==> src/rtl/sled_pkg.sv <==
`timescale 1ns / 1ps
`default_nettype none
package sled_pkg;

	localparam logic [1:0] ACT_TICK  = 2'd0;
	localparam logic [1:0] ACT_BASE  = 2'd1;
	localparam logic [1:0] ACT_EVENT = 2'd2;

	localparam logic [1:0] MODE_OFF     = 2'd0;
	localparam logic [1:0] MODE_SOLID   = 2'd1;
	localparam logic [1:0] MODE_BREATHE = 2'd2;
	localparam logic [1:0] MODE_BLINK   = 2'd3;

	localparam int NUM_REGS   = 6;
	localparam int NUM_SIGS   = 23;
	localparam logic [7:0] FULL_LEVEL = 8'd255;

	typedef struct packed {
		logic [1:0]  mode;
		logic [3:0]  pal;
		logic [11:0] period;
		logic [6:0]  on_ms;
		logic [6:0]  gap;
		logic [1:0]  flashes;
		logic [10:0] dur;
		logic [7:0]  minlvl;
	} pat_t;

	typedef struct packed {
		logic       start;
		logic [1:0] action;
	} cmd_t;

	typedef struct packed {
		logic done;
		logic emit;
	} sts_t;

	function automatic pat_t pattern_of(input logic [4:0] sig);
		pat_t p;
		p = '0;
		unique case (sig)
			5'd1:  p = '{MODE_BREATHE, 4'd0, 12'd2200, 7'd0, 7'd0, 2'd0, 11'd0, 8'd48};
			5'd2:  p = '{MODE_SOLID, 4'd1, 12'd0, 7'd0, 7'd0, 2'd0, 11'd0, 8'd0};
			5'd3:  p = '{MODE_BREATHE, 4'd2, 12'd1800, 7'd0, 7'd0, 2'd0, 11'd0, 8'd40};
			5'd4:  p = '{MODE_BREATHE, 4'd3, 12'd2200, 7'd0, 7'd0, 2'd0, 11'd0, 8'd40};
			5'd5:  p = '{MODE_SOLID, 4'd4, 12'd0, 7'd0, 7'd0, 2'd0, 11'd0, 8'd0};
			5'd6:  p = '{MODE_SOLID, 4'd5, 12'd0, 7'd0, 7'd0, 2'd0, 11'd0, 8'd0};
			5'd7:  p = '{MODE_SOLID, 4'd6, 12'd0, 7'd0, 7'd0, 2'd0, 11'd0, 8'd0};
			5'd8:  p = '{MODE_BREATHE, 4'd7, 12'd1300, 7'd0, 7'd0, 2'd0, 11'd0, 8'd48};
			5'd9:  p = '{MODE_BLINK, 4'd4, 12'd700, 7'd80, 7'd100, 2'd3, 11'd900, 8'd0};
			5'd10: p = '{MODE_BLINK, 4'd8, 12'd700, 7'd100, 7'd120, 2'd3, 11'd1400, 8'd0};
			5'd11: p = '{MODE_SOLID, 4'd8, 12'd0, 7'd0, 7'd0, 2'd0, 11'd0, 8'd0};
			5'd12: p = '{MODE_BLINK, 4'd9, 12'd650, 7'd90, 7'd120, 2'd2, 11'd850, 8'd0};
			5'd13: p = '{MODE_SOLID, 4'd9, 12'd0, 7'd0, 7'd0, 2'd0, 11'd0, 8'd0};
			5'd14: p = '{MODE_SOLID, 4'd5, 12'd0, 7'd0, 7'd0, 2'd0, 11'd0, 8'd0};
			5'd15: p = '{MODE_SOLID, 4'd10, 12'd0, 7'd0, 7'd0, 2'd0, 11'd0, 8'd0};
			5'd16: p = '{MODE_BLINK, 4'd11, 12'd1000, 7'd120, 7'd0, 2'd1, 11'd600, 8'd0};
			5'd17: p = '{MODE_SOLID, 4'd5, 12'd0, 7'd0, 7'd0, 2'd0, 11'd0, 8'd0};
			5'd18: p = '{MODE_SOLID, 4'd10, 12'd0, 7'd0, 7'd0, 2'd0, 11'd0, 8'd0};
			5'd19: p = '{MODE_BLINK, 4'd11, 12'd1000, 7'd80, 7'd0, 2'd1, 11'd500, 8'd0};
			5'd20: p = '{MODE_BLINK, 4'd11, 12'd1000, 7'd30, 7'd0, 2'd1, 11'd150, 8'd0};
			5'd21: p = '{MODE_BLINK, 4'd4, 12'd1000, 7'd60, 7'd0, 2'd1, 11'd500, 8'd0};
			5'd22: p = '{MODE_BLINK, 4'd8, 12'd800, 7'd80, 7'd120, 2'd3, 11'd1400, 8'd0};
			default: p = '0;
		endcase
		return p;
	endfunction

endpackage
`default_nettype wire

==> src/rtl/sled_ctrl.sv <==
`timescale 1ns / 1ps
`default_nettype none
module sled_ctrl (
	input  wire logic        clk,
	input  wire logic        arst_n,
	input  wire logic        in_valid,
	output logic             in_ready,
	input  wire logic [1:0]  action,
	output logic             out_valid,
	input  wire logic        out_ready,
	output sled_pkg::cmd_t   cmd,
	input  wire sled_pkg::sts_t sts
);

	localparam logic [1:0] ST_IDLE = 2'd0;
	localparam logic [1:0] ST_BUSY = 2'd1;
	localparam logic [1:0] ST_OUT  = 2'd2;

	logic [1:0] state_q;

	assign in_ready   = (state_q == ST_IDLE);
	assign out_valid  = (state_q == ST_OUT);
	assign cmd.start  = in_valid && in_ready;
	assign cmd.action = action;

	always_ff @(posedge clk or negedge arst_n) begin
		if (!arst_n) begin
			state_q <= ST_IDLE;
		end else begin
			unique case (state_q)
				ST_IDLE: if (cmd.start) state_q <= ST_BUSY;
				ST_BUSY: if (sts.done) state_q <= sts.emit ? ST_OUT : ST_IDLE;
				ST_OUT:  if (out_ready) state_q <= ST_IDLE;
				default: state_q <= ST_IDLE;
			endcase
		end
	end

endmodule
`default_nettype wire

==> src/rtl/sled_dp.sv <==
`timescale 1ns / 1ps
`default_nettype none
module sled_dp (
	input  wire logic        clk,
	input  wire logic        arst_n,
	input  wire sled_pkg::cmd_t cmd,
	output sled_pkg::sts_t   sts,
	input  wire logic [31:0] now_ms,
	input  wire logic [4:0]  sig,
	input  wire logic        cfg_valid,
	input  wire logic [2:0]  cfg_index,
	input  wire logic [47:0] cfg_data,
	output logic [23:0]      color
);

	// steps of one tick
	localparam logic [3:0] P_IDLE  = 4'd0;
	localparam logic [3:0] P_SEL   = 4'd1;
	localparam logic [3:0] P_MOD   = 4'd2;
	localparam logic [3:0] P_LVL   = 4'd3;
	localparam logic [3:0] P_LDIV  = 4'd4;
	localparam logic [3:0] P_SCL   = 4'd5;
	localparam logic [3:0] P_FIN   = 4'd7;

	logic [47:0] regs_q [sled_pkg::NUM_REGS];
	logic [4:0]  base_q, evt_q;
	logic [31:0] evt_start_q, t_q;
	logic [23:0] shown_q;
	logic [3:0]  ph_q;
	logic        done_q, emit_q;
	sled_pkg::pat_t pat_q;
	logic [23:0] pal_q, next_q;
	logic [1:0]  chan_q;

	// shared restoring divider: 32-bit dividend, 12-bit divisor, one bit per cycle
	logic [31:0] dvd_q;
	logic [11:0] rem_q;
	logic [11:0] dvs_q;
	logic [5:0]  dcnt_q;
	logic [12:0] rtry;
	logic [13:0] rsub;

	logic [11:0] cyc_q;
	logic [7:0]  lvl_q;

	sled_pkg::pat_t  ev_pat;
	logic [31:0]     el;
	logic [11:0]     half;
	logic [11:0]     ramp;
	logic [7:0]      span;
	logic [19:0]     lvl_num;
	logic [23:0]     palc;
	logic [3:0]      pidx;
	logic [2:0]      ridx;
	logic [7:0]      chv;
	logic [15:0]     prod;
	logic [16:0]     prod_p1;
	logic [16:0]     dsum;
	logic [7:0]      chq;
	logic            blink_on;
	logic [8:0]      st1, st2;

	assign ev_pat = sled_pkg::pattern_of(evt_q);
	assign el     = now_ms - evt_start_q;
	assign half   = pat_q.period >> 1;
	assign ramp   = (cyc_q < half) ? cyc_q : (pat_q.period - cyc_q);
	assign span   = sled_pkg::FULL_LEVEL - pat_q.minlvl;
	assign lvl_num = span * ramp;
	assign pidx   = pat_q.pal;
	assign ridx   = pidx[3:1];
	assign palc   = pidx[0] ? regs_q[ridx][47:24] : regs_q[ridx][23:0];
	assign rtry   = {rem_q, dvd_q[31]};
	assign rsub   = {1'b0, rtry} - {2'b0, dvs_q};
	assign sts.done = done_q;
	assign sts.emit = emit_q;
	assign color    = shown_q;

	always_comb begin
		unique case (chan_q)
			2'd0:    chv = pal_q[23:16];
			2'd1:    chv = pal_q[15:8];
			default: chv = pal_q[7:0];
		endcase
	end
	assign prod = chv * lvl_q;

	// x/255 for x up to 65534: ((x+1) + ((x+1) >> 8)) >> 8
	assign prod_p1 = {1'b0, prod} + 17'd1;
	assign dsum    = prod_p1 + {8'b0, prod_p1[16:8]};
	assign chq     = dsum[15:8];

	// flash windows; cyc below period fits in 12 bits
	assign st1 = {2'b0, pat_q.on_ms} + {2'b0, pat_q.gap};
	assign st2 = {st1[7:0], 1'b0};
	always_comb begin
		blink_on = (cyc_q < {5'b0, pat_q.on_ms});
		if (pat_q.flashes >= 2'd2 && cyc_q >= {3'b0, st1}
			&& cyc_q < {3'b0, st1} + {5'b0, pat_q.on_ms}) blink_on = 1'b1;
		if (pat_q.flashes == 2'd3 && cyc_q >= {3'b0, st2}
			&& cyc_q < {3'b0, st2} + {5'b0, pat_q.on_ms}) blink_on = 1'b1;
	end

	always_ff @(posedge clk or negedge arst_n) begin
		if (!arst_n) begin
			for (int i = 0; i < sled_pkg::NUM_REGS; i++)
				regs_q[i] <= '0;
		end else if (cfg_valid && cfg_index < 3'(sled_pkg::NUM_REGS)) begin
			regs_q[cfg_index] <= cfg_data;
		end
	end

	always_ff @(posedge clk or negedge arst_n) begin
		if (!arst_n) begin
			base_q      <= 5'd1;
			evt_q       <= '0;
			evt_start_q <= '0;
			shown_q     <= '0;
			ph_q        <= P_IDLE;
			done_q      <= 1'b0;
			emit_q      <= 1'b0;
		end else begin
			done_q <= 1'b0;
			unique case (ph_q)
				P_IDLE: begin
					if (cmd.start) begin
						priority if (cmd.action == sled_pkg::ACT_BASE) begin
							base_q <= sig;
							done_q <= 1'b1; emit_q <= 1'b0;
						end else if (cmd.action == sled_pkg::ACT_EVENT) begin
							evt_q <= sig; evt_start_q <= now_ms;
							done_q <= 1'b1; emit_q <= 1'b0;
						end else if (cmd.action == sled_pkg::ACT_TICK) begin
							if (evt_q != 5'd0 && ev_pat.dur != 11'd0
								&& el <= {21'b0, ev_pat.dur}) begin
								pat_q <= ev_pat; t_q <= el;
							end else begin
								if (evt_q != 5'd0) evt_q <= '0;
								pat_q <= sled_pkg::pattern_of(base_q); t_q <= now_ms;
							end
							ph_q <= P_SEL;
						end else begin
							done_q <= 1'b1; emit_q <= 1'b0;
						end
					end
				end
				P_SEL: begin
					pal_q <= palc;
					unique case (pat_q.mode)
						sled_pkg::MODE_SOLID: begin next_q <= palc; ph_q <= P_FIN; end
						sled_pkg::MODE_OFF:   begin next_q <= '0; ph_q <= P_FIN; end
						default: begin
							dvd_q <= t_q; rem_q <= '0; dvs_q <= pat_q.period;
							dcnt_q <= 6'd32; ph_q <= P_MOD;
						end
					endcase
				end
				P_MOD: begin
					if (dcnt_q != 6'd0) begin
						dvd_q <= {dvd_q[30:0], ~rsub[13]};
						rem_q <= rsub[13] ? rtry[11:0] : rsub[11:0];
						dcnt_q <= dcnt_q - 6'd1;
					end else begin
						cyc_q <= rem_q;
						ph_q <= P_LVL;
					end
				end
				P_LVL: begin
					if (pat_q.mode == sled_pkg::MODE_BLINK) begin
						next_q <= blink_on ? pal_q : 24'd0;
						ph_q <= P_FIN;
					end else begin
						// (255-min)*ramp / half
						dvd_q <= {12'b0, lvl_num};
						rem_q <= '0; dvs_q <= half; dcnt_q <= 6'd32;
						ph_q <= P_LDIV;
					end
				end
				P_LDIV: begin
					if (dcnt_q != 6'd0) begin
						dvd_q <= {dvd_q[30:0], ~rsub[13]};
						rem_q <= rsub[13] ? rtry[11:0] : rsub[11:0];
						dcnt_q <= dcnt_q - 6'd1;
					end else begin
						lvl_q <= pat_q.minlvl + dvd_q[7:0];
						chan_q <= 2'd0;
						ph_q <= P_SCL;
					end
				end
				P_SCL: begin
					// one channel per cycle
					if (lvl_q == sled_pkg::FULL_LEVEL) begin
						next_q <= pal_q; ph_q <= P_FIN;
					end else begin
						unique case (chan_q)
							2'd0:    next_q[23:16] <= chq;
							2'd1:    next_q[15:8]  <= chq;
							default: next_q[7:0]   <= chq;
						endcase
						if (chan_q == 2'd2) ph_q <= P_FIN;
						else chan_q <= chan_q + 2'd1;
					end
				end
				P_FIN: begin
					emit_q <= (next_q != shown_q);
					shown_q <= next_q;
					done_q <= 1'b1;
					ph_q <= P_IDLE;
				end
				default: ph_q <= P_IDLE;
			endcase
		end
	end

endmodule
`default_nettype wire

==> src/rtl/status_led_pattern_engine_core.sv <==
`timescale 1ns / 1ps
`default_nettype none
// RGB status LED pattern engine.
// Input channel (in_valid/in_ready): action, now_ms, signal. Action 1 sets
// the base signal, 2 starts an event at now_ms, 0 is a tick that computes
// the current colour; a tick returns one out transaction (red/green/blue)
// only when the colour differs from the last one shown.
// Config channel (cfg_valid/cfg_ready, always ready): cfg_index 0..5 picks a
// 48-bit palette register, two RGB colours; other indexes are dropped.
// Write config only while idle.
// One item at a time. A solid tick shows the palette colour, an off tick
// black; blink and breathe run a 32-step period modulo on a shared
// one-bit-per-cycle divider; breathe adds a 32-step level divide and scales
// the three channels one per cycle, or shows the palette colour if full.
// Reset: base signal 1, no event, shown colour black, palette zero.
// While out_ready is low the result is held and no new input is taken.
module status_led_pattern_engine_core (
	input  wire logic        clk,
	input  wire logic        arst_n,
	input  wire logic        in_valid,
	output logic             in_ready,
	input  wire logic [1:0]  action,
	input  wire logic [31:0] now_ms,
	input  wire logic [4:0]  signal,
	output logic             out_valid,
	input  wire logic        out_ready,
	output logic [7:0]       red,
	output logic [7:0]       green,
	output logic [7:0]       blue,
	input  wire logic        cfg_valid,
	output logic             cfg_ready,
	input  wire logic [2:0]  cfg_index,
	input  wire logic [47:0] cfg_data
);

	sled_pkg::cmd_t cmd;
	sled_pkg::sts_t sts;
	logic [23:0]    color;

	assign cfg_ready = 1'b1;
	assign red   = color[23:16];
	assign green = color[15:8];
	assign blue  = color[7:0];

	sled_ctrl u_ctrl (
		.clk(clk), .arst_n(arst_n), .in_valid(in_valid), .in_ready(in_ready),
		.action(action), .out_valid(out_valid), .out_ready(out_ready),
		.cmd(cmd), .sts(sts)
	);

	sled_dp u_dp (
		.clk(clk), .arst_n(arst_n), .cmd(cmd), .sts(sts), .now_ms(now_ms),
		.sig(signal), .cfg_valid(cfg_valid), .cfg_index(cfg_index),
		.cfg_data(cfg_data), .color(color)
	);

endmodule
`default_nettype wire

==> config.mk <==
export PLATFORM = sky130hd
export DESIGN_NAME = status_led_pattern_engine_core
export DESIGN_NICKNAME = d
export VERILOG_FILES = /design/src/rtl/sled_pkg.sv /design/src/rtl/sled_ctrl.sv /design/src/rtl/sled_dp.sv /design/src/rtl/status_led_pattern_engine_core.sv
export SDC_FILE = /design/constraint.sdc
export NUM_CORES = 1
export LEC_CHECK = 0
export BUFFER_PORTS_ARGS = -buffer_cell sky130_fd_sc_hd__buf_2
export CORE_MARGIN = 1.5
export CORE_UTILIZATION = 25
export CTS_CLUSTER_DIAMETER = 60
export DETAILED_ROUTE_END_ITERATION = 10
export HOLD_SLACK_MARGIN = 0.1
export PLACE_DENSITY = 0.38
export SLEW_MARGIN = 20
export SYNTH_ARGS = -nofsm -noshare
export SYNTH_HDL_FRONTEND = slang
export SYNTH_SLANG_ARGS = --single-unit
==> constraint.sdc <==
create_clock -name clk -period 15.61 [get_ports clk]
set_clock_uncertainty 0.1 [all_clocks]
set_input_delay 3.122 -clock clk [delete_from_list [all_inputs] [get_ports clk]]
set_output_delay 3.122 -clock clk [all_outputs]
set_load 0.02 [all_outputs]
=== After elaboration in Yosys (flattened, before gate mapping) ===
Memories as Yosys holds them, arrays and structs flattened.
Index checks and enable logic that the tools add are counted.

* Memories kept: 2
* Logic and storage cells: 220
* Memory bits (read-only): 2,752
* Register bits after elaboration: 568

* $mul: 2
* Equality and inequality tests: 39
* Add/sub/neg operators: 12
* Reductions and logical operators: 43
* Bitwise gates (word level): 6
* Muxes and demuxes: 71
* Order comparisons: 12

{| class="wikitable"
|+ Memories
! name !! words !! width !! read ports !! clocked after memory_dff !! write ports !! RTL line !! source
|-
| (name not given) || 32 || 43 || 1 || 0 || 0 || sled_pkg.sv:42 || <nowiki>unique case (sig)</nowiki>
|-
| (name not given) || 32 || 43 || 1 || 0 || 0 || sled_pkg.sv:42 ||
|}

{| class="wikitable"
|+ Operators by type and width
! kind !! count
|-
| bitwise mux 288 bit || 1
|-
| binary-select mux 48 bit (select 3 bit) || 1
|-
| demux 48 bit (select 3 bit) || 1
|-
| two-way mux 48 bit || 3
|-
| two-way mux 32 bit || 4
|-
| two-way mux 24 bit || 4
|-
| case mux 32 bit (3 select lines) || 1
|-
| two-way mux 12 bit || 7
|-
| case mux 24 bit (3 select lines) || 1
|-
| two-way mux 53 bit || 1
|-
| case mux 24 bit (2 select lines) || 1
|-
| case mux 12 bit (3 select lines) || 1
|-
| <= comparator 32 x 11 -> 1 bit || 1
|-
| two-way mux 4 bit || 8
|-
| subtractor 32 bit || 1
|-
| AND reduction 5 bit || 5
|-
| greater-or-equal comparator 12 x 9 -> 1 bit || 2
|-
| < comparator 12 bit || 2
|-
| two-way mux 8 bit || 3
|-
| inequality test 24 bit || 1
|-
| case mux 12 bit (2 select lines) || 1
|-
| case mux 4 bit (6 select lines) || 1
|-
| adder 9 x 7 -> 10 bit || 2
|-
| multiplier 8 x 12 -> 20 bit || 1
|-
| 53 further kinds || 131
|}

=== Longest topological paths before layout ===
Gate-level depths: netlist of run 1.

* Depth after elaboration: 9
* Gate-level depth with buffers: 32

=== Hierarchy ===
Synthesis of run 1 repeated with hierarchy kept, for this count alone.

* Cells, all modules: 3,130
* Area, all modules: 35,632.9 um^2

{| class="wikitable"
|+ By module, submodules not included
! module !! cells an instance !! instances !! sequential area each (um^2) !! area each (um^2)
|-
| sled_dp || 3,115 || 1 || 14,780.4 || 35,487.8
|-
| sled_ctrl || 13 || 1 || 50.0 || 133.9
|-
| status_led_pattern_engine_core || 2 || 1 || 0.0 || 11.3
|}

=== Worst setup path after synthesis of run 1 ===
OpenSTA, ideal clock, no wires.

* Path type: in2reg
* Start: input now_ms[0]
* End: register u_dp.pat_q, in the netlist u_dp.half[0], data pin
* Arrival: 7,008 ps
* Setup time: 262 ps
* Cell stages on the path: 22
* Slack: 8,240 ps
* Path through: inv_1 ha_1 inv_1 fa_1 a21o_1 a21oi_1 nor2b_1 o32ai_1 xnor2_1 ha_1 nand4_1 nor3_1 a21oi_1 o21ai_0 and4_1 nand4_1 or4_1 nor4_1 nand4b_1 nor3_4 buf_4 mux2_1

* Cells in the longest elaborated chain, start to end: 4

{| class="wikitable"
|+ RTL lines
! element !! RTL line !! source
|-
| start: declaration || status_led_pattern_engine_core.sv:23 || <nowiki>input wire logic [31:0] now_ms,</nowiki>
|-
| subtractor 32 bit || sled_dp.sv:64 || <nowiki>assign el = now_ms - evt_start_q;</nowiki>
|-
| <= comparator 32 x 11 -> 1 bit || sled_dp.sv:134 || <nowiki>&& el <= {21'b0, ev_pat.dur}) begin</nowiki>
|-
| logical AND 1 bit || sled_dp.sv:134 ||
|-
| two-way mux 53 bit || sled_dp.sv:133 || <nowiki>if (evt_q != 5'd0 && ev_pat.dur != 11'd0</nowiki>
|-
| end signal: assignment || sled_dp.sv:135 || <nowiki>pat_q <= ev_pat; t_q <= el;</nowiki>
|-
| end signal: assignment || sled_dp.sv:138 || <nowiki>pat_q <= sled_pkg::pattern_of(base_q); t_q <= now_ms;</nowiki>
|-
| end: declaration || sled_dp.sv:31 || <nowiki>sled_pkg::pat_t pat_q;</nowiki>
|}

Every way passes these cells.
A chain may end at the register's enable or synchronous reset.

=== Worst setup path after layout of run 1 ===
* Start: register u_dp.chan_q[0]
* End: register u_dp.next_q[22], data pin

* Cells in the longest elaborated chain, start to end: 8

{| class="wikitable"
|+ RTL lines
! element !! RTL line !! source
|-
| start: declaration || sled_dp.sv:33 || <nowiki>logic [1:0] chan_q;</nowiki>
|-
| start signal: assignment || sled_dp.sv:200 || <nowiki>else chan_q <= chan_q + 2'd1;</nowiki>
|-
| == test 2 x 1 -> 1 bit / zero test 2 bit (equally long branches) || sled_dp.sv:79 || <nowiki>unique case (chan_q)</nowiki>
|-
| case mux 8 bit (2 select lines) * || sled_dp.sv:79 ||
|-
| multiplier 8 x 8 -> 16 bit * || sled_dp.sv:85 || <nowiki>assign prod = chv * lvl_q;</nowiki>
|-
| adder 16 x 1 -> 17 bit * || sled_dp.sv:88 || <nowiki>assign prod_p1 = {1'b0, prod} + 17'd1;</nowiki>
|-
| adder 16 x 9 -> 16 bit * || sled_dp.sv:89 || <nowiki>assign dsum = prod_p1 + {8'b0, prod_p1[16:8]};</nowiki>
|-
| two-way mux 8 bit * || sled_dp.sv:194 || <nowiki>unique case (chan_q)</nowiki>
|-
| two-way mux 24 bit * || sled_dp.sv:191 || <nowiki>if (lvl_q == sled_pkg::FULL_LEVEL) begin</nowiki>
|-
| case mux 24 bit (3 select lines) * || sled_dp.sv:123 || <nowiki>unique case (ph_q)</nowiki>
|-
| end signal: assignment || sled_dp.sv:169 || <nowiki>next_q <= blink_on ? pal_q : 24'd0;</nowiki>
|-
| end signal: assignment || sled_dp.sv:195 || <nowiki>2'd0: next_q[23:16] <= chq;</nowiki>
|-
| end: declaration || sled_dp.sv:32 || <nowiki>logic [23:0] pal_q, next_q;</nowiki>
|}

Mark *: on every way between the ends. The rest lies on a longest branch, timed or not. The select of a mux whose other input is x is not followed.

==> results by group, run 1 <==
Floorplan
  – Core area: about 140,000 sq um
  – Cell row count: between 100 and 150
  – Die area: between 100,000 and 150,000 sq um
  – Initial core utilization: approximately a quarter
  – Die H: approximately 380 um
  – Die width: 380 um
  – I/O pin total: between 100 and 150

STA
  – Final setup margin: 7430 ps
  – Slew headroom: between 20% and 30%
  – Final-report setup violation count: 0
  – Final Cycle Share: around 52%
  – Worst-margin pin slew: around 1100 ps
  – RSZ-0062 raised after global routing: false
  – Min Clock Period, post-route: between 8000 and 9000 ps
  – Final hold violations: 0
  – Fmax: around 0.12 GHz
  – Final Max Slew Viols: 0
  – Final setup TNS: 0 ps

Synthesis
  – Most used DFF post-synth: dfrtp_1
  – Synth warn: 0
  – Synth Net Count: approximately 3,600
  – Seq/Total Area, Yosys: 41.6%
  – Synth unique cells: 90
  – FF+latch count, synth: roughly 550
  – Async SR Flop Fraction: about two thirds
  – Synth Instances: around 3,100
  – Post-synth EDFFs: 193
  – Synthesized area: roughly 36,000 sq um
  – Synth Area per Inst: 11.4 sq um

Worst setup path
  – Critical Path AT: about 8500 ps
  – Crit-path max FO: 10
  – Startpoint class of the critical path: flop
  – R2R setup slack: between 7000 and 8000 ps
  – Critical-path top delay cell: fa_1
  – Crit. End Element: flop
  – CP required: 15,920 ps
  – Worst path max stage delay: about 540 ps
  – Kind of critical path: reg -> reg

GRT
  – Number of global-route vias before repair: about 26,000
  – Largest net degree at the start of global routing: between 70 and 80
  – Antenna violations before repair: 26
  – First-pass GRT wire length: roughly 160 mm
  – Total track usage: 14.1%
  – Gr ovfl total: 0

Pwr
  – Pint: about 4 mW
  – Combinational Power Share: between 30 and 40%
  – Switching power: between 2 and 2.5 mW
  – Power Density: between 100 and 150 nW/um^2
  – Clock share of power: a little under a third
  – Leakage: 17.5 nW
  – Worst vdd ir: around 0.084 mV
  – Sw frac: between 30% and 40%
  – Register share of total power: around a third
  – Design Power: roughly 6 mW

Worst hold path
  – Hold crit path type: reg -> reg

Drt
  – DR vias/cell: around 4.6
  – Antenna Nets Post-Route: 0
  – Routed WL per cell: 19.5 um
  – Post-Route WL: around 100 mm
  – # DRC: 0
  – Iter 0 DRT Violations: around 1,300
  – Drt pass-1 iters: 7
  – Vias: between 20,000 and 25,000

CTS
  – Clock slew at reported path FFs: ~60 ps
  – Maximum clock insertion buffer count: 3
  – CTS hold repair buffers: 0
  – Post-CTS sizing: 0
  – Root Buffer: clkbuf_16
  – Num CTS Buffers: 81
  – Clock latency on the worst-skew pair: approximately 690 ps
  – Post-CTS setup buffer count: 0
  – Sink Count: about 550
  – CTS tree: yes
  – H-tree depth: 3

Placed design
  – Port Buffers: between 100 and 150
  – Routability Congestion: approximately 0.77
  – Placement Cell Area: 38,400 sq um
  – Place WS: between 6000 and 7000 ps
  – DP HPWL: around 70 mm

Layout
  – Cell area after layout: a little over 40,000 sq um
  – Fillcell total: 14,632
  – Layout area overhead: 16.2%
  – Layout cells sized above 1: between 20% and 30%
  – Layout Nets: about 3,700

Run
  – MaxCap Viol Count: 0

Status
  – Outcome: finished clean
-- cell type report --
| cell class | count | area, sq um | share of cell area (%) |
|---|---|---|---|
| diodes | 2 | 5.00 | 0.0121 |
| clock buffers | 108 | 2280 | 5.51 |
| inverters | 251 | 942 | 2.28 |
| clock inverters | 42 | 649 | 1.57 |
| multi-input cells | 2197 | 19400 | 46.9 |
| flip-flops and latches | 554 | 14800 | 35.8 |
| well taps | 1890 | 2360 | 5.72 |
| repair buffers | 155 | 886 | 2.14 |
-- placed cells by master (no fill, tap or decap), drive strengths merged, types with 119 or more instances in the layout --
| cell | count |
|---|---|
| mux2 | 367 |
| dfrtp | 360 |
| inv | 258 |
| ha | 234 |
| nand2 | 218 |
| edfxtp | 193 |
| buf | 155 |
| o21ai | 150 |
| nor2 | 134 |
| a21oi | 119 |
-- synthesized netlist by cell type (8+ instances only) --
cell,count,share of area [%]
and3_1,17,0.30
a21oi_1,118,1.7
nand4_1,16,0.28
mux2_2,352,11
mux2i_1,58,1.6
xnor2_1,56,1.4
a21boi_0,10,0.21
or2_2,16,0.28
mux2_1,15,0.47
nand2_1,218,2.3
ha_1,234,8.2
nor2b_1,58,1.0
inv_1,250,2.6
a211oi_1,12,0.25
o211ai_1,8,0.17
nand3_1,57,0.80
o21a_1,30,0.63
a22o_1,16,0.39
a21o_1,51,1.1
edfxtp_1,193,16
nor3_1,36,0.51
o21ai_1,8,0.11
a31oi_1,18,0.32
nor2_1,134,1.4
mux4_2,72,4.6
o21ai_0,142,2.0
clkbuf_1,94,0.99
nand2b_1,32,0.56
buf_1,22,0.23
o21bai_1,13,0.27
xor2_1,46,1.1
dfrtp_1,360,25
nor4_1,14,0.25
and2_1,63,1.1
a22oi_1,36,0.76
fa_1,101,5.7
or3_1,13,0.23
-- cells by family after synthesis --
family	synth area share (%)
buffers and inverters	4.08
muxes	17.8
other	0.0105
AOI/OAI and AO/OA	10.0
adders and majority gates	13.9
DFF	41.6
and+or+nand+nor	10.0
xor gates and xnor gates	2.51
-- path summary, 6_finish.rpt --
path,startpoint,end,depth (start not counted)
setup reg to reg,u_dp.chan_q[0]$_SDFFCE_PN0P_,u_dp.next_q[22]$_DFFE_PP_,28
min in group asynchronous,arst_n,u_dp.regs_q[217]$_DFFE_PN0P_,1
hold / removal,u_dp.done_q$_DFF_PN0_,u_ctrl.state_q[0]$_DFFE_PN0P_,1
max in group asynchronous,arst_n,u_dp.color[21]$_DFFE_PN0P_,4
hold reg to reg,u_dp.done_q$_DFF_PN0_,u_ctrl.state_q[0]$_DFFE_PN0P_,1
setup / recovery,u_dp.chan_q[0]$_SDFFCE_PN0P_,u_dp.next_q[22]$_DFFE_PP_,28
-- through the flow --
stage,hold WS [ps],util (%),std cells
floorplan,327,-,3128
global placement,356,27.2,5047
detailed placement,355,27.2,5047
CTS,365,29.2,5197
global route,395,29.3,5197
finish,359,29.3,5199
-- per-layer routing --
metal	up-vias	GRT usage, %	wire length (um)
met1	12056	19.7	49000
met3	140	2.54	3940
met4	30	3.83	2130
met2	330	22.2	45900
met5	-	0	200
li1	11501	-	-
-- critical path, delay by kind of cell, from the launching register on --
kind | cells | cell delay, ps
AO/OA/AOI/OAI | 6 | 1490
flip-flops | 1 | 370
buffers and inverters | 4 | 220
adder cells (fa/ha/maj) | 8 | 3440
AND/OR/NAND/NOR | 8 | 1700
XOR/XNOR | 2 | 580
-- power groups by stage --
stage,registers (mW),logic (mW),clock network [mW]
final,2.11,2.10,1.96
after global routing,2.16,2.38,2.08
after CTS,2.11,2.14,2.03
after detailed placement,2.14,2.13,0
after global placement,2.14,2.13,0
after floorplan,2.08,1.53,0
-- flip-flops by register name, indices dropped and copies added, names as in the netlist, 6 cells and up --
name and count:
u_dp.t_q 32, u_dp.cyc_q 12, u_dp.lvl_q 8, u_dp.rem_q 12, u_dp.regs_q 288, u_dp.color 24
u_dp.evt_start_q 32, u_dp.pat_q 15, u_dp.next_q 24, u_dp.dvd_q 32, u_dp.half 10, u_dp.dvs_q 12
u_dp.pal_q 24, u_dp.dcnt_q 6
No activity file was read; power rests on OpenSTA's default activity.
==> run 2: changes to the inputs <==
--- a/config.mk
+++ b/config.mk
@@ -11,7 +11,7 @@
 export CTS_CLUSTER_DIAMETER = 60
 export DETAILED_ROUTE_END_ITERATION = 10
 export HOLD_SLACK_MARGIN = 0.1
-export PLACE_DENSITY = 0.38
+export PLACE_DENSITY = 0.39
 export SLEW_MARGIN = 20
 export SYNTH_ARGS = -nofsm -noshare
 export SYNTH_HDL_FRONTEND = slang
==> constraint.sdc (replaced) <==
create_clock -name clk -period 6.9 [get_ports clk]
set_clock_uncertainty 0.1 [all_clocks]
set_input_delay 1.38 -clock clk [delete_from_list [all_inputs] [get_ports clk]]
set_output_delay 1.38 -clock clk [all_outputs]
set_load 0.02 [all_outputs]
==> run 2 against run 1 <==
Final cell count grew 3.2%. Hold slack got worse by 2.6 ps. Count of clock-buffer cells in the layout is the same. Power grew 130%. First-iteration DRC count decreased by 6.6%. Die area is the same. Critical endpoint is now u_dp.next_q[12]$_DFFE_PP_.
==> results by group, run 2 (synthesized netlist as in run 1, its figures left out) <==
Floorplan
  – Cell row count: about 140
  – Core area: between 100,000 and 150,000 sq um
  – Die H: 380 um
  – Initial core utilization: 25.2%
  – I/O pin total: around 120
  – Die width: approximately 380 um
  – Die area: 145,000 sq um

Layout
  – Storage cell area: between 10,000 and 15,000 sq um
  – Layout area overhead: 21.2%
  – Fillcell total: between 10,000 and 15,000
  – Most frequent cells in the layout: dfrtp_1, mux2_2, inv_1
  – Largest register FFs: 288
  – Layout Nets: roughly 3,800
  – Layout Utilization: 30.5%
  – Layout cells sized above 1: about 30%
  – Commonest non-fill, non-tap cell in the layout: dfrtp_1
  – Footprint of the multi-input gates: between 20,000 and 25,000 sq um
  – Top reg by flops: u_dp.regs_q

STA
  – Fmax: 0.146 GHz
  – Min Clock Period, post-route: 6870 ps
  – Final Max Slew Viols: 0
  – Slew headroom: between 20% and 30%
  – WHS: 356 ps
  – Final hold violations: 0
  – RSZ-0062 raised after global routing: true
  – Final setup TNS: 0 ps
  – Final-report setup violation count: 0
  – Final Cycle Share: approximately 100%
  – Worst-margin pin slew: 1170 ps

Worst setup path
  – Worst path max stage delay: ~540 ps
  – Critical-path top delay cell: fa_1
  – Critical Path AT: about 7200 ps
  – Delay-heaviest family, CP: adder cells
  – Crit. End Element: flop
  – Levels on crit path: 30
  – Crit-path max FO: 8
  – CP Capture Point: u_dp.next_q[12]$_DFFE_PP_
  – Kind of critical path: reg -> reg
  – Reg2Reg Depth: 30
  – Setup crit start: u_dp.chan_q[0]$_SDFFCE_PN0P_
  – R2R setup slack: 30 ps
  – CP required: about 7200 ps
  – Most used cell, CP: fa_1
  – RR Endpoint: u_dp.next_q[12]$_DFFE_PP_
  – Worst R2R Start: u_dp.chan_q[0]$_SDFFCE_PN0P_
  – Startpoint class of the critical path: flop
  – Buf/Inv on CP: 7

GRT
  – Gr ovfl total: 0
  – First-pass GRT wire length: roughly 160 mm
  – Total track usage: between 10% and 20%
  – Number of global-route vias before repair: roughly 26,000
  – Largest net degree at the start of global routing: 145
  – Antenna violations before repair: 21

CTS
  – Maximum clock insertion buffer count: 3
  – Clock slew at reported path FFs: 60 ps
  – CTS tree: yes
  – H-tree depth: 3
  – Root Buffer: clkbuf_16
  – Clock latency on the worst-skew pair: 680 ps
  – Sink Count: 554
  – Num CTS Buffers: slightly below 80

Drt
  – # DRC: 0
  – Drt pass-1 iters: 4
  – Iter 0 DRT Violations: 1,220
  – Post-Route WL: just over 100 mm
  – Antenna Nets Post-Route: 0
  – Vias: approximately 25,000
  – DR vias/cell: 4.61
  – Routed WL per cell: approximately 19 um

Run
  – MaxCap Viol Count: 0

Placed design
  – Routability Congestion: roughly 0.8
  – Port Buffers: 120
  – DP HPWL: about 72 mm

Pwr
  – Power Density: ~330 nW/um^2
  – Worst vdd ir: approximately 0.20 mV
  – Leakage: ~18 nW

Worst hold path
  – Hold Path Origin: u_dp.done_q$_DFF_PN0_
  – Hold crit path type: reg -> reg

Status
  – Outcome: finished clean
==> run 2: cell types whose count changed in the layout (fill, tap and decap cells not counted), sizes merged <==
cell / before / now
buf: 155 / 331
bufinv: 9 / 1
clkinv: 23 / 21
diode: 2 / 4
clkinvlp: 3 / 4
inv: 258 / 257
==> run 2: per-layer routing <==
metal,up-vias,track usage [%],part of all wire [%]
li1,11848,-,-
met1,12410,19.8,49
met2,318,22.1,45
met3,137,2.61,3.7
met4,14,3.99,2.1
met5,-,0,0.078
==> run 2: report_power, final <==
part	switching, mW	total [mW]	leakage, nW	internal (mW)
clock	1.64	3.94	1.25	2.30
sequential	0.487	4.76	6.18	4.28
combinational	3.03	5.63	10.8	2.59
==> run 2: through the flow <==
stage,worst slack (ps),cell area (sq um),std cells,total power [mW]
global route,-230,43200,5363,15.4
detailed placement,-488,39600,5194,10.0
finish,28.3,43200,5367,14.3
CTS,2.93,42500,5347,14.3
global placement,-447,39600,5193,10.0
floorplan,12.8,35700,3128,8.19
==> run 2: worst min-delay path by stage <==
stage | end | slack [ps] | cells past startpoint
3_3_place_gp | u_ctrl.state_q[0]$_DFFE_PN0P_ | 340 | 1
3_5_place_dp | u_ctrl.state_q[0]$_DFFE_PN0P_ | 350 | 1
5_1_grt | u_ctrl.state_q[0]$_DFFE_PN0P_ | 380 | 1
6_report | u_ctrl.state_q[0]$_DFFE_PN0P_ | 360 | 1
2_1_floorplan | u_dp.lvl_q[0]$_DFFE_PP_ | 330 | 0
4_1_cts | u_ctrl.state_q[0]$_DFFE_PN0P_ | 360 | 1
==> run 2: timing repair <==
| item | CTS | global route |
|---|---|---|
| endpoints found under the setup margin | 27 | 30 |
| resized for setup | 58 | 117 |
| setup buffers | 13 | 18 |
| hold endpoints to repair | 0 | 0 |
| pin swaps | 52 | 106 |
| hold buffers | 0 | 0 |
==> run 2: layout make-up <==
class / count / share of cell area [%]
clock inverter: 32 / 0.826
multi-input combinational: 2197 / 46.8
sequential: 554 / 34.3
antenna: 4 / 0.0232
inverter: 251 / 2.19
clock buffer: 108 / 5.08
timing repair buffer: 331 / 5.29
tap: 1890 / 5.48
==> run 2: worst register-to-register path, delay by kind of cell, from the launching register on <==
kind / cells / cell delay [ps]
adders and majority gates: 8 / 3040
and+or+nand+nor: 9 / 1010
buffers and inverters: 7 / 710
DFF: 1 / 460
xor gates and xnor gates: 2 / 330
AOI/OAI and AO/OA: 4 / 970
==> run 3: changes to the inputs <==
--- a/config.mk
+++ b/config.mk
@@ -11,7 +11,7 @@
 export CTS_CLUSTER_DIAMETER = 60
 export DETAILED_ROUTE_END_ITERATION = 10
 export HOLD_SLACK_MARGIN = 0.1
-export PLACE_DENSITY = 0.39
+export PLACE_DENSITY = 0.38
 export SLEW_MARGIN = 20
 export SYNTH_ARGS = -nofsm -noshare
 export SYNTH_HDL_FRONTEND = slang
==> constraint.sdc (replaced) <==
create_clock -name clk -period 7.3 [get_ports clk]
set_clock_uncertainty 0.1 [all_clocks]
set_input_delay 1.46 -clock clk [delete_from_list [all_inputs] [get_ports clk]]
set_output_delay 1.46 -clock clk [all_outputs]
set_load 0.02 [all_outputs]
==> run 3 against run 2 <==
Setup slack gained 220 ps. Sequential share of layout area up 0.53 points. First-iteration DRC count shrank 2.1%. Register-to-register slack improved by 220 ps. Via count is 0.63% lower. Clock power is essentially flat. Cell area is 1.5% lower. Global-route usage is 0.14 points higher. Maximum frequency fell by 2.5%. Final cell count is 0.75% lower. Critical path depth up 2. Largest power group unchanged. Highest routed layer unchanged.
==> results by group, run 3 (synthesized netlist as in run 1, its figures left out) <==
Floorplan
  – Die area: about 140,000 sq um
  – Die H: 380 um
  – Initial core utilization: 25.2%
  – Core area: roughly 140,000 sq um
  – Die width: about 380 um
  – Cell row count: approximately 140
  – I/O pin total: ~120

Worst setup path
  – Kind of critical path: reg -> reg
  – Worst R2R Start: u_dp.chan_q[0]$_SDFFCE_PN0P_
  – CP required: 7620 ps
  – Setup crit start: u_dp.chan_q[0]$_SDFFCE_PN0P_
  – RR Endpoint: u_dp.next_q[12]$_DFFE_PP_
  – Worst path max stage delay: around 500 ps
  – CP Capture Point: u_dp.next_q[12]$_DFFE_PP_
  – Reg2Reg Depth: 32
  – Crit. End Element: flop
  – Critical-path top delay cell: fa_1
  – R2R setup slack: about 250 ps
  – Crit-path max FO: 5
  – Startpoint class of the critical path: flop
  – Critical Path AT: roughly 7400 ps

Layout
  – Layout cells sized above 1: a little over a quarter
  – Cell area after layout: roughly 43,000 sq um
  – Fillcell total: around 15,000
  – Storage cell area: 14,800 sq um
  – Most frequent cells in the layout: dfrtp_1, mux2_2, inv_1
  – Commonest non-fill, non-tap cell in the layout: dfrtp_1
  – Top reg by flops: u_dp.regs_q
  – Largest register FFs: 288
  – Layout Nets: ~3,800
  – Footprint of the multi-input gates: 19,800 sq um
  – Layout area overhead: 19.4%
  – Post-route non-filler standard cell count: about 5,300

STA
  – Final hold violations: 0
  – Fmax: around 0.14 GHz
  – Final Max Slew Viols: 0
  – Final-report setup violation count: 0
  – Final setup margin: 250 ps
  – Slew headroom: between 20% and 30%
  – Final setup TNS: 0 ps
  – Final Cycle Share: 96.6%
  – Worst-margin pin slew: between 1000 and 1500 ps
  – Min Clock Period, post-route: between 7000 and 8000 ps
  – WHS: 356 ps

Drt
  – Drt pass-1 iters: 5
  – # DRC: 0
  – Vias: 24,572
  – Post-Route WL: about 100 mm
  – Iter 0 DRT Violations: between 1,000 and 1,500
  – Antenna Nets Post-Route: 0
  – DR vias/cell: about 4.6
  – Routed WL per cell: just under 20 um

CTS
  – Clock latency on the worst-skew pair: 670 ps
  – Num CTS Buffers: between 70 and 80
  – CTS hold repair buffers: 0
  – Maximum clock insertion buffer count: 3
  – H-tree depth: 3
  – Root Buffer: clkbuf_16
  – Sink Count: around 550
  – CTS tree: yes
  – Clock slew at reported path FFs: ~60 ps

GRT
  – Antenna violations before repair: 23
  – Number of global-route vias before repair: approximately 26,000
  – Gr ovfl total: 0
  – Largest net degree at the start of global routing: between 150 and 200
  – First-pass GRT wire length: 160 mm
  – Total track usage: 14.3%

Pwr
  – Power Density: 319 nW/um^2
  – Sw frac: a little over a third
  – Combinational Power Share: 37.8%
  – Switching power: just under 5 mW
  – Pint: 8.69 mW
  – Worst vdd ir: approximately 0.17 mV
  – Clock share of power: 29.0%
  – Leakage: 18.0 nW
  – Register share of total power: 33.2%

Placed design
  – Placed cells: around 5,200
  – Routability Congestion: roughly 0.80
  – Port Buffers: between 100 and 150
  – Placement Cell Area: a little under 40,000 sq um
  – Place WS: -247 ps
  – DP HPWL: about 73 mm

Run
  – MaxCap Viol Count: 0

Worst hold path
  – Hold crit path type: reg -> reg

Status
  – Outcome: finished clean
[run 3: changes by cell type in the layout (fill, tap and decap cells not counted), moves of 7 or more]
cell,previous run,this run
o21ai_0,123,131
inv_1,235,243
ha_4,18,9
ha_1,213,222
inv_2,14,7
nand2_1,205,212
buf_4,198,155
[run 3: area by class of cell]
cell class | instances | area share [%]
Clock buffer | 106 | 5.17
Timing Repair Buffer | 286 | 4.54
Sequential cell | 554 | 34.9
Clock inverter | 38 | 1.12
Inverter | 251 | 2.22
Multi-Input combinational cell | 2197 | 46.5
Tap cell | 1890 | 5.56
Antenna cell | 5 | 0.0294
[run 3: worst min path at each step]
stage | endpoint | startpoint | cells past startpoint | slack (ps)
after global routing | u_ctrl.state_q[0]$_DFFE_PN0P_ | u_dp.done_q$_DFF_PN0_ | 1 | 380
after global placement | u_ctrl.state_q[0]$_DFFE_PN0P_ | u_dp.done_q$_DFF_PN0_ | 1 | 350
after detailed placement | u_ctrl.state_q[0]$_DFFE_PN0P_ | u_dp.done_q$_DFF_PN0_ | 1 | 360
after CTS | u_ctrl.state_q[0]$_DFFE_PN0P_ | u_dp.done_q$_DFF_PN0_ | 1 | 360
after floorplan | u_dp.lvl_q[0]$_DFFE_PP_ | u_dp.dvd_q[0]$_DFFE_PP_ | 0 | 330
final | u_ctrl.state_q[0]$_DFFE_PN0P_ | u_dp.done_q$_DFF_PN0_ | 1 | 360
[run 3: per-stage QoR]
step	power, mW	util [%]
2_1_floorplan	7.71	-
3_3_place_gp	9.46	27.8
3_5_place_dp	9.43	27.8
4_1_cts	13.5	29.7
5_1_grt	14.5	30.1
6_report	13.5	30.1
[run 3: power by group through the flow]
stage	Clock, mW	Sequential, mW	Combinational [mW]
3_3_place_gp	0	4.56	4.90
5_1_grt	4.19	4.60	5.71
3_5_place_dp	0	4.56	4.87
6_report	3.92	4.50	5.12
4_1_cts	4.07	4.51	4.96
2_1_floorplan	0	4.44	3.27
[run 3: per-layer routing]
| layer | vias to the layer above | wire [um] | share of wire, % | track usage (%) |
|---|---|---|---|---|
| met1 | 12334 | 50400 | 49 | 20.1 |
| li1 | 11745 | - | - | - |
| met5 | - | 161 | 0.16 | 0 |
| met3 | 135 | 4140 | 4.0 | 2.58 |
| met4 | 26 | 1910 | 1.8 | 3.92 |
| met2 | 332 | 46900 | 45 | 22.2 |
[run 3: repair_timing]
action | CTS | global route
resized for setup | 10 | 83
pin swaps | 11 | 53
setup buffers | 7 | 11
endpoints found under the setup margin | 12 | 29
[run 3: worst max-delay path, delay by kind of cell (launching register included)]
kind,cells,cell delay [ps]
xor gates and xnor gates,2,320
DFF,1,430
and+or+nand+nor,6,810
adders and majority gates,8,2670
AOI/OAI and AO/OA,8,1710
buffers and inverters,8,760
